**config.mk**
```make
export PLATFORM = sky130hd
export DESIGN_NAME = json_string_object_parser_core
export DESIGN_NICKNAME = d
export VERILOG_FILES = /design/src/rtl/core/jsop_pkg.sv /design/src/rtl/core/jsop_front.sv /design/src/rtl/core/jsop_queue.sv /design/src/rtl/core/jsop_back.sv /design/src/rtl/core/json_string_object_parser_core.sv
export SDC_FILE = /design/constraint.sdc
export NUM_CORES = 1
export LEC_CHECK = 0
export BUFFER_PORTS_ARGS = -buffer_cell sky130_fd_sc_hd__buf_4
export CORE_MARGIN = 1
export CORE_UTILIZATION = 50
export DETAILED_ROUTE_END_ITERATION = 10
export PLACE_DENSITY = 0.66
export SLEW_MARGIN = 20
export SYNTH_ARGS = -nofsm -noshare
export SYNTH_HDL_FRONTEND = slang
export SYNTH_SLANG_ARGS = --single-unit
```
**constraint.sdc**
```tcl
create_clock -name aclk -period 5.7 [get_ports aclk]
set_clock_uncertainty 0.05 [all_clocks]
set_input_delay 0.57 -clock aclk [delete_from_list [all_inputs] [get_ports aclk]]
set_output_delay 0.57 -clock aclk [all_outputs]
set_load 0.03 [all_outputs]
```
**src/rtl/core/jsop_pkg.sv**
```systemverilog
// Shared types, codes and helpers for the flat JSON string-object parser.
`timescale 1ns / 1ps

package jsop_pkg;

    localparam int MAX_RESULTS = 4;
    localparam int RES_IDX_W   = 2;
    localparam int RES_CNT_W   = 3;
    localparam int QUEUE_DEPTH = 4;

    // Character codes
    localparam logic [7:0] CH_SPACE  = 8'h20;
    localparam logic [7:0] CH_TAB    = 8'h09;
    localparam logic [7:0] CH_LF     = 8'h0a;
    localparam logic [7:0] CH_CR     = 8'h0d;
    localparam logic [7:0] CH_LBRACE = 8'h7b;
    localparam logic [7:0] CH_RBRACE = 8'h7d;
    localparam logic [7:0] CH_QUOTE  = 8'h22;
    localparam logic [7:0] CH_BSLASH = 8'h5c;
    localparam logic [7:0] CH_SLASH  = 8'h2f;
    localparam logic [7:0] CH_COLON  = 8'h3a;
    localparam logic [7:0] CH_COMMA  = 8'h2c;
    localparam logic [7:0] CH_ESC_B  = 8'h62;
    localparam logic [7:0] CH_ESC_F  = 8'h66;
    localparam logic [7:0] CH_ESC_N  = 8'h6e;
    localparam logic [7:0] CH_ESC_R  = 8'h72;
    localparam logic [7:0] CH_ESC_T  = 8'h74;
    localparam logic [7:0] CH_ESC_U  = 8'h75;
    localparam logic [7:0] CH_BS     = 8'h08;
    localparam logic [7:0] CH_FF     = 8'h0c;

    // UTF-8 framing
    localparam logic [7:0] UTF8_LEAD2 = 8'hc0;
    localparam logic [7:0] UTF8_LEAD3 = 8'he0;
    localparam logic [7:0] UTF8_CONT  = 8'h80;

    typedef enum logic [3:0] {
        PH_OPEN      = 4'd0,
        PH_FIRST     = 4'd1,
        PH_KEY       = 4'd2,
        PH_KEY_ESC   = 4'd3,
        PH_KEY_HEX   = 4'd4,
        PH_COLON     = 4'd5,
        PH_VAL_QUOTE = 4'd6,
        PH_VAL       = 4'd7,
        PH_VAL_ESC   = 4'd8,
        PH_VAL_HEX   = 4'd9,
        PH_SEP       = 4'd10,
        PH_KEY_QUOTE = 4'd11,
        PH_CLOSED    = 4'd12,
        PH_FAILED    = 4'd13
    } phase_t;

    typedef enum logic [2:0] {
        K_KEY_BYTE = 3'd0,
        K_VAL_BYTE = 3'd1,
        K_KEY_END  = 3'd2,
        K_VAL_END  = 3'd3,
        K_COMMIT   = 3'd4,
        K_OK       = 3'd5,
        K_ERROR    = 3'd6
    } kind_t;

    // All results caused by one input item
    typedef struct packed {
        logic [RES_CNT_W-1:0]               cnt;
        logic [MAX_RESULTS-1:0][2:0]        kind;
        logic [MAX_RESULTS-1:0][7:0]        data;
    } bundle_t;

    function automatic logic is_ws(input logic [7:0] c);
        return (c == CH_SPACE) || (c == CH_TAB) || (c == CH_LF) || (c == CH_CR);
    endfunction

    // {valid, nibble}
    function automatic logic [4:0] hex_digit(input logic [7:0] c);
        logic [4:0] r;
        r = 5'd0;
        if (c >= 8'h30 && c <= 8'h39) begin
            r = {1'b1, c[3:0]};
        end else if ((c >= 8'h41 && c <= 8'h46) || (c >= 8'h61 && c <= 8'h66)) begin
            r = {1'b1, c[3:0] + 4'd9};
        end
        return r;
    endfunction

endpackage

```
**src/rtl/core/jsop_front.sv**
```systemverilog
// Front end: grammar state machine that turns one input item into a result bundle.
`timescale 1ns / 1ps

module jsop_front import jsop_pkg::*; (
    input  logic       aclk,
    input  logic       aresetn,
    input  logic       take,
    input  logic [7:0] in_byte,
    input  logic       byte_present,
    input  logic       end_of_text,
    output bundle_t    bundle
);

    phase_t      phase_reg, phase_next;
    logic [11:0] hex_reg, hex_next;
    logic [1:0]  hcnt_reg, hcnt_next;

    phase_t               ph_byte;
    logic [RES_CNT_W-1:0] nb;
    logic [4:0]           hd;
    logic [15:0]          cp;
    logic                 in_val;
    logic [2:0]           dk;
    phase_t               base;

    assign hd     = hex_digit(in_byte);
    assign cp     = {hex_reg, hd[3:0]};
    assign in_val = (phase_reg == PH_VAL) || (phase_reg == PH_VAL_ESC)
                  || (phase_reg == PH_VAL_HEX);
    assign dk     = in_val ? K_VAL_BYTE : K_KEY_BYTE;
    assign base   = in_val ? PH_VAL : PH_KEY;

    always_ff @(posedge aclk) begin
        if (!aresetn) begin
            phase_reg <= PH_OPEN;
            hex_reg   <= '0;
            hcnt_reg  <= '0;
        end else if (take) begin
            phase_reg <= phase_next;
            hex_reg   <= hex_next;
            hcnt_reg  <= hcnt_next;
        end
    end

    always_comb begin
        ph_byte   = phase_reg;
        hex_next  = hex_reg;
        hcnt_next = hcnt_reg;
        nb        = '0;
        bundle    = '0;

        if (byte_present) begin
            unique case (phase_reg)
                PH_OPEN: begin
                    if (in_byte == CH_LBRACE) begin
                        ph_byte = PH_FIRST;
                    end else if (!is_ws(in_byte)) begin
                        ph_byte = PH_FAILED;
                        bundle.kind[0] = K_ERROR;
                        nb = 3'd1;
                    end
                end
                PH_FIRST: begin
                    if (in_byte == CH_RBRACE) begin
                        ph_byte = PH_CLOSED;
                    end else if (in_byte == CH_QUOTE) begin
                        ph_byte = PH_KEY;
                    end else if (!is_ws(in_byte)) begin
                        ph_byte = PH_FAILED;
                        bundle.kind[0] = K_ERROR;
                        nb = 3'd1;
                    end
                end
                PH_KEY_QUOTE, PH_VAL_QUOTE: begin
                    if (in_byte == CH_QUOTE) begin
                        ph_byte = (phase_reg == PH_KEY_QUOTE) ? PH_KEY : PH_VAL;
                    end else if (!is_ws(in_byte)) begin
                        ph_byte = PH_FAILED;
                        bundle.kind[0] = K_ERROR;
                        nb = 3'd1;
                    end
                end
                PH_COLON: begin
                    if (in_byte == CH_COLON) begin
                        ph_byte = PH_VAL_QUOTE;
                    end else if (!is_ws(in_byte)) begin
                        ph_byte = PH_FAILED;
                        bundle.kind[0] = K_ERROR;
                        nb = 3'd1;
                    end
                end
                PH_SEP: begin
                    if (in_byte == CH_COMMA || in_byte == CH_RBRACE) begin
                        ph_byte = (in_byte == CH_COMMA) ? PH_KEY_QUOTE : PH_CLOSED;
                        bundle.kind[0] = K_COMMIT;
                        nb = 3'd1;
                    end else if (!is_ws(in_byte)) begin
                        ph_byte = PH_FAILED;
                        bundle.kind[0] = K_ERROR;
                        nb = 3'd1;
                    end
                end
                PH_CLOSED: begin
                    if (!is_ws(in_byte)) begin
                        ph_byte = PH_FAILED;
                        bundle.kind[0] = K_ERROR;
                        nb = 3'd1;
                    end
                end
                PH_KEY, PH_VAL: begin
                    nb = 3'd1;
                    if (in_byte == CH_QUOTE) begin
                        ph_byte = in_val ? PH_SEP : PH_COLON;
                        bundle.kind[0] = in_val ? K_VAL_END : K_KEY_END;
                    end else if (in_byte == CH_BSLASH) begin
                        ph_byte = in_val ? PH_VAL_ESC : PH_KEY_ESC;
                        nb = '0;
                    end else begin
                        bundle.kind[0] = dk;
                        bundle.data[0] = in_byte;
                    end
                end
                PH_KEY_ESC, PH_VAL_ESC: begin
                    ph_byte = base;
                    bundle.kind[0] = dk;
                    nb = 3'd1;
                    case (in_byte)
                        CH_QUOTE, CH_BSLASH, CH_SLASH: bundle.data[0] = in_byte;
                        CH_ESC_B: bundle.data[0] = CH_BS;
                        CH_ESC_F: bundle.data[0] = CH_FF;
                        CH_ESC_N: bundle.data[0] = CH_LF;
                        CH_ESC_R: bundle.data[0] = CH_CR;
                        CH_ESC_T: bundle.data[0] = CH_TAB;
                        CH_ESC_U: begin
                            ph_byte   = in_val ? PH_VAL_HEX : PH_KEY_HEX;
                            hex_next  = '0;
                            hcnt_next = '0;
                            bundle.kind[0] = K_KEY_BYTE;
                            nb = '0;
                        end
                        default: begin
                            ph_byte = PH_FAILED;
                            bundle.kind[0] = K_ERROR;
                        end
                    endcase
                end
                PH_KEY_HEX, PH_VAL_HEX: begin
                    if (!hd[4]) begin
                        ph_byte = PH_FAILED;
                        bundle.kind[0] = K_ERROR;
                        nb = 3'd1;
                    end else if (hcnt_reg == 2'd3) begin
                        // Fourth digit: emit the code point as UTF-8
                        ph_byte   = base;
                        hex_next  = '0;
                        hcnt_next = '0;
                        bundle.kind[0] = dk;
                        bundle.kind[1] = dk;
                        bundle.kind[2] = dk;
                        if (cp < 16'h0080) begin
                            bundle.data[0] = cp[7:0];
                            nb = 3'd1;
                        end else if (cp < 16'h0800) begin
                            bundle.data[0] = UTF8_LEAD2 | {3'b000, cp[10:6]};
                            bundle.data[1] = UTF8_CONT | {2'b00, cp[5:0]};
                            nb = 3'd2;
                        end else begin
                            bundle.data[0] = UTF8_LEAD3 | {4'b0000, cp[15:12]};
                            bundle.data[1] = UTF8_CONT | {2'b00, cp[11:6]};
                            bundle.data[2] = UTF8_CONT | {2'b00, cp[5:0]};
                            nb = 3'd3;
                        end
                    end else begin
                        hex_next  = cp[11:0];
                        hcnt_next = hcnt_reg + 2'd1;
                    end
                end
                default: begin
                    // Failed and unused codes: drop the byte
                end
            endcase
        end

        phase_next = ph_byte;
        if (end_of_text) begin
            if (ph_byte == PH_CLOSED) begin
                bundle.kind[nb[RES_IDX_W-1:0]] = K_OK;
                bundle.data[nb[RES_IDX_W-1:0]] = '0;
                nb = nb + 3'd1;
            end else if (ph_byte != PH_FAILED) begin
                bundle.kind[nb[RES_IDX_W-1:0]] = K_ERROR;
                bundle.data[nb[RES_IDX_W-1:0]] = '0;
                nb = nb + 3'd1;
            end
            phase_next = PH_OPEN;
            hex_next   = '0;
            hcnt_next  = '0;
        end
        bundle.cnt = nb;
    end

endmodule

```
**src/rtl/core/jsop_queue.sv**
```systemverilog
// Short bundle queue between the parser front end and the result serializer.
`timescale 1ns / 1ps

module jsop_queue import jsop_pkg::*; #(
    parameter int DEPTH = QUEUE_DEPTH
) (
    input  logic    aclk,
    input  logic    aresetn,
    input  logic    push,
    input  bundle_t push_data,
    output logic    full,
    input  logic    pop,
    output logic    not_empty,
    output bundle_t head
);

    localparam int PTR_W = (DEPTH > 1) ? $clog2(DEPTH) : 1;
    localparam int CNT_W = $clog2(DEPTH + 1);

    bundle_t            mem_reg [DEPTH];
    logic [PTR_W-1:0]   wr_ptr_reg, rd_ptr_reg;
    logic [CNT_W-1:0]   count_reg;

    assign full      = (count_reg == CNT_W'(DEPTH));
    assign not_empty = (count_reg != '0);
    assign head      = mem_reg[rd_ptr_reg];

    function automatic logic [PTR_W-1:0] bump(input logic [PTR_W-1:0] p);
        return (p == PTR_W'(DEPTH - 1)) ? '0 : p + PTR_W'(1);
    endfunction

    always_ff @(posedge aclk) begin
        if (push) begin
            mem_reg[wr_ptr_reg] <= push_data;
        end
    end

    always_ff @(posedge aclk) begin
        if (!aresetn) begin
            wr_ptr_reg <= '0;
            rd_ptr_reg <= '0;
            count_reg  <= '0;
        end else begin
            if (push) wr_ptr_reg <= bump(wr_ptr_reg);
            if (pop)  rd_ptr_reg <= bump(rd_ptr_reg);
            if (push && !pop) begin
                count_reg <= count_reg + CNT_W'(1);
            end else if (pop && !push) begin
                count_reg <= count_reg - CNT_W'(1);
            end
        end
    end

endmodule

```
**src/rtl/core/jsop_back.sv**
```systemverilog
// Back end: walks the head bundle and hands out one result per transfer.
`timescale 1ns / 1ps

module jsop_back import jsop_pkg::*; (
    input  logic       aclk,
    input  logic       aresetn,
    input  logic       q_not_empty,
    input  bundle_t    q_head,
    output logic       q_pop,
    output logic       m_valid,
    input  logic       m_ready,
    output logic [2:0] m_result_kind,
    output logic [7:0] m_out_byte,
    output logic       m_run_last
);

    logic [RES_IDX_W-1:0] idx_reg, idx_next;
    logic                 xfer;

    assign m_valid       = q_not_empty;
    assign m_result_kind = q_head.kind[idx_reg];
    assign m_out_byte    = q_head.data[idx_reg];
    assign m_run_last    = ({1'b0, idx_reg} + RES_CNT_W'(1)) == q_head.cnt;
    assign xfer          = m_valid && m_ready;
    assign q_pop         = xfer && m_run_last;

    always_comb begin
        idx_next = idx_reg;
        if (xfer) begin
            idx_next = m_run_last ? '0 : idx_reg + RES_IDX_W'(1);
        end
    end

    always_ff @(posedge aclk) begin
        if (!aresetn) begin
            idx_reg <= '0;
        end else begin
            idx_reg <= idx_next;
        end
    end

endmodule

```
**src/rtl/core/json_string_object_parser_core.sv**
```systemverilog
// Top level of the flat JSON string-object parser: front end, bundle queue, serializer.
// Throughput: one text byte per cycle on s_ while the queue has room; results leave at
//   one per cycle on m_ while m_ready is high; an item's k results take k transfers.
// An item's results are registered in the queue and offered once earlier bundles have left.
// Queue depth (QUEUE_DEPTH bundles) sets how long a stalled m_ side can absorb input.
// Reset (aresetn low, synchronous): parser to expect-opening-brace, queue emptied.
`timescale 1ns / 1ps

module json_string_object_parser_core import jsop_pkg::*; #(
    parameter int QDEPTH = QUEUE_DEPTH
) (
    input  logic       aclk,
    input  logic       aresetn,
    input  logic       s_valid,
    output logic       s_ready,
    input  logic [7:0] s_in_byte,
    input  logic       s_byte_present,
    input  logic       s_end_of_text,
    output logic       m_valid,
    input  logic       m_ready,
    output logic [2:0] m_result_kind,
    output logic [7:0] m_out_byte,
    output logic       m_run_last
);

    bundle_t front_bundle;
    bundle_t q_head;
    logic    q_full;
    logic    q_not_empty;
    logic    q_pop;
    logic    take;
    logic    push;

    // Accept whenever the queue can hold a bundle; parser state advances on every transfer.
    assign s_ready = !q_full;
    assign take    = s_valid && s_ready;
    // Drop empty bundles: items causing no results never reach the back end.
    assign push    = take && (front_bundle.cnt != '0);

    jsop_front u_front (
        .aclk         (aclk),
        .aresetn      (aresetn),
        .take         (take),
        .in_byte      (s_in_byte),
        .byte_present (s_byte_present),
        .end_of_text  (s_end_of_text),
        .bundle       (front_bundle)
    );

    jsop_queue #(
        .DEPTH (QDEPTH)
    ) u_queue (
        .aclk      (aclk),
        .aresetn   (aresetn),
        .push      (push),
        .push_data (front_bundle),
        .full      (q_full),
        .pop       (q_pop),
        .not_empty (q_not_empty),
        .head      (q_head)
    );

    jsop_back u_back (
        .aclk          (aclk),
        .aresetn       (aresetn),
        .q_not_empty   (q_not_empty),
        .q_head        (q_head),
        .q_pop         (q_pop),
        .m_valid       (m_valid),
        .m_ready       (m_ready),
        .m_result_kind (m_result_kind),
        .m_out_byte    (m_out_byte),
        .m_run_last    (m_run_last)
    );

    // A final status always closes the results of its item.
    a_status_last: assert property (@(posedge aclk) disable iff (!aresetn)
        (m_valid && (m_result_kind == K_OK || m_result_kind == K_ERROR)) |-> m_run_last)
        else $error("final status not marked last");

    // Only key and value bytes carry data.
    a_zero_data: assert property (@(posedge aclk) disable iff (!aresetn)
        (m_valid && m_result_kind != K_KEY_BYTE && m_result_kind != K_VAL_BYTE)
        |-> (m_out_byte == 8'h00))
        else $error("nonzero data on a mark result");

    // A non-final result transfer leaves another result of the same bundle pending.
    a_run_continues: assert property (@(posedge aclk) disable iff (!aresetn)
        (m_valid && m_ready && !m_run_last) |=> m_valid)
        else $error("bundle ended without a last result");

endmodule

```
==> results.toml <==
[run_status]
outcome = "finished, final reports clean"

[timing]
finalSetupViolations = 0
max_slew.worst_pin.slew_ns = 0.891
slew_violations = 0
rsz0062_at_grt = "false"
final.period_utilization = 0.912
hold_viol_final = 0
fmax_ghz = 0.192
period_needed_ns = 5.20
slew_headroom = 0.401
tns_ns = 0

[critical_path]
regToRegEndpoint = "u_queue.count_reg[2]"
r2r_cells = 14
crit_type = "register to register"
r2r_start = "u_front.phase_reg[3]"
crit_start = "u_front.phase_reg[3]"
cp_slowest_stage_delay_ns = 0.88
critPathBufInv = 1
critPathLaunchType = "register"
cp_num_cells = 14
cp_top_family = "compound AO/OA/AOI/OAI gates"
slowest_stage = "dfxtp_1"
cp.required_ns = 5.99
end_kind = "register"
path_cells = "and4b_1, a21oi_1, mux2i_1, a2111oi_0, a32oi_1, nor4_4, a21boi_4, mux2i_2, ha_1, inv_1, fa_1, xor2_1, or3_1, a21boi_0"
crit_fanout = 25
crit_arrival_ns = 5.49
reg2reg_slack_ns = 0.50

[synth]
synth_ff_type = "edfxtp_1"
syn_inst = 666
yosys_warnings = 0
synth-edff-count = 144
synth_seq_area_share = 0.563
synth_area_mm2 = 0.00871
synthDistinctLibCells = 82
synthArstFlopShare = 0
syn_avg_cell_area_um2 = 13.1
synthesis.nets = 698
ys_ff_latch = 173

[cts]
cts_setup_buffers = 0
htree_levels = 4
clkTransAtPathRegs_ns = 0.06
cts_buffers = 17
cts_buffer_depth = 2
cts.sinks = 173
cts_tree = "done"
clk_latency_ns = 0.43
root_buffer = "clkbuf_16"
ctsHoldBuffers = 0
cts_resized = 0

[routing]
drt_wl_total_mm = 20.1
post_drt_via_cell_ratio = 6.20
wl_per_cell_um = 21.7
firstDrtPassIters = 5
first_iter_violations = 499
ant_nets = 0
drc = 0
vias = 5728

[power_and_ir_drop]
ir_drop_uv = 244
powerDensity_mw_per_mm2 = 370
p_leak_uw = 0.00321
power_uw = 3590

[grt]
overflow = 0
grt_pass1_vias = 5646
track_usage = 0.234
grt_max_degree = 37
grt_first_pass_wirelength_mm = 31.3
antenna_found_initial = 0

[cells_and_area]
area_growth_syn_to_layout_pct = 11.5
fin_nets = 723
fin_util = 0.577
final_cells = 924
largest_reg_flops = 144
drive_above_1_share = 0.193
diodes = 0

[die]
die_area_mm2 = 0.0180
core_mm2 = 0.0168
row_count = 47
die_h_um = 134
chipWidth_um = 134
initial_core_util = 0.518
io_pins = 28

[place]
io_buffers = 27
gp_congestion = 0.867
dp_hpwl_mm = 13.6
numPlacedInstances = 892

[min_path]
hold_path_class = "register to register"
min-delay-start = "u_front.hcnt_reg[1]"
whs_path_depth = 2
worstHoldEndpoint = "u_front.hcnt_reg[1]"

[job]
max_cap_viol_count = 0
## worst max path at each step
stage,slack (ns),end
2_1_floorplan,0.99,u_queue.mem_reg[3][0]
3_3_place_gp,0.69,u_queue.count_reg[2]
3_5_place_dp,0.42,u_queue.count_reg[2]
4_1_cts,0.60,u_queue.count_reg[2]
5_1_grt,0.14,u_queue.count_reg[2]
6_report,0.50,u_queue.count_reg[2]
## cell usage in the layout, fill, tap and decap left out, types with 15 or more instances in the layout
cell type / Yosys / final
nor2_1: 44 / 44
dfxtp_1: 29 / 28
nor2b_1: 18 / 18
clkbuf_16: 0 / 17
o21ai_0: 24 / 24
mux2i_1: 15 / 15
mux4_2: 39 / 39
buf_4: 0 / 41
edfxtp_1: 144 / 144
nand2_1: 45 / 45
ha_1: 17 / 17
a21oi_1: 24 / 24
nand3_1: 16 / 16
inv_1: 19 / 19
## layout make-up
type / count / area, µm²
Multi-Input combinational cell: 438 / 3580
Sequential cell: 173 / 4910
Tap cell: 220 / 275
Timing Repair Buffer: 41 / 308
Clock buffer: 17 / 425
Fill cell: 1377 / 7110
Clock inverter: 15 / 144
Inverter: 20 / 75.1
## worst min-delay path: stages (launching register included)
cell	delay [ns]
dfxtp_1	0.31
nand2_1	0.05
a21boi_0	0.07
## synthesized netlist by cell type (15+ instances only)
| library cell | n | area, µm² |
|---|---|---|
| nor2b_1 | 18 | 113 |
| nand2_1 | 45 | 169 |
| dfxtp_1 | 29 | 581 |
| a21oi_1 | 24 | 120 |
| mux4_2 | 39 | 878 |
| mux2i_1 | 15 | 150 |
| edfxtp_1 | 144 | 4320 |
| nor2_1 | 44 | 165 |
| inv_1 | 19 | 71.3 |
| ha_1 | 17 | 213 |
| nand3_1 | 16 | 80.1 |
| clkbuf_1 | 23 | 86.3 |
| o21ai_0 | 24 | 120 |
## where the power goes
| part | switching (µW) | internal (µW) | total, µW |
|---|---|---|---|
| Combinational | 531 | 370 | 901 |
| Sequential | 67.3 | 1510 | 1580 |
| Clock | 469 | 643 | 1110 |
## logic make-up (layout without fill, tap and decap cells)
group | after synthesis | in the layout | share of synthesized area
buffers and inverters | 55 | 93 | 0.0263
xor gates and xnor gates | 10 | 10 | 0.0101
muxes | 56 | 56 | 0.121
and+or+nand+nor | 212 | 212 | 0.134
adders and majority gates | 18 | 18 | 0.0267
DFF | 173 | 173 | 0.563
AOI/OAI and AO/OA | 142 | 142 | 0.119
## per-layer routing
| layer | part of all wire | track usage | routed length [µm] | up-vias |
|---|---|---|---|---|
| met5 | 0 | 0 | 0 | - |
| met4 | 0.019 | 0.0852 | 387 | 0 |
| met3 | 0.043 | 0.0370 | 856 | 29 |
| met2 | 0.50 | 0.388 | 10000 | 181 |
| met1 | 0.44 | 0.311 | 8830 | 2875 |
| li1 | - | - | - | 2643 |
## stage by stage
stage	instance area [µm²]	setup slack (ns)	hold WS, ns
floorplan	8710	0.988	0.395
global placement	9140	0.695	0.404
detailed placement	9140	0.419	0.419
CTS	9710	0.601	0.428
global route	9710	0.142	0.455
finish	9710	0.499	0.428
(Power assumes the default switching activity.)
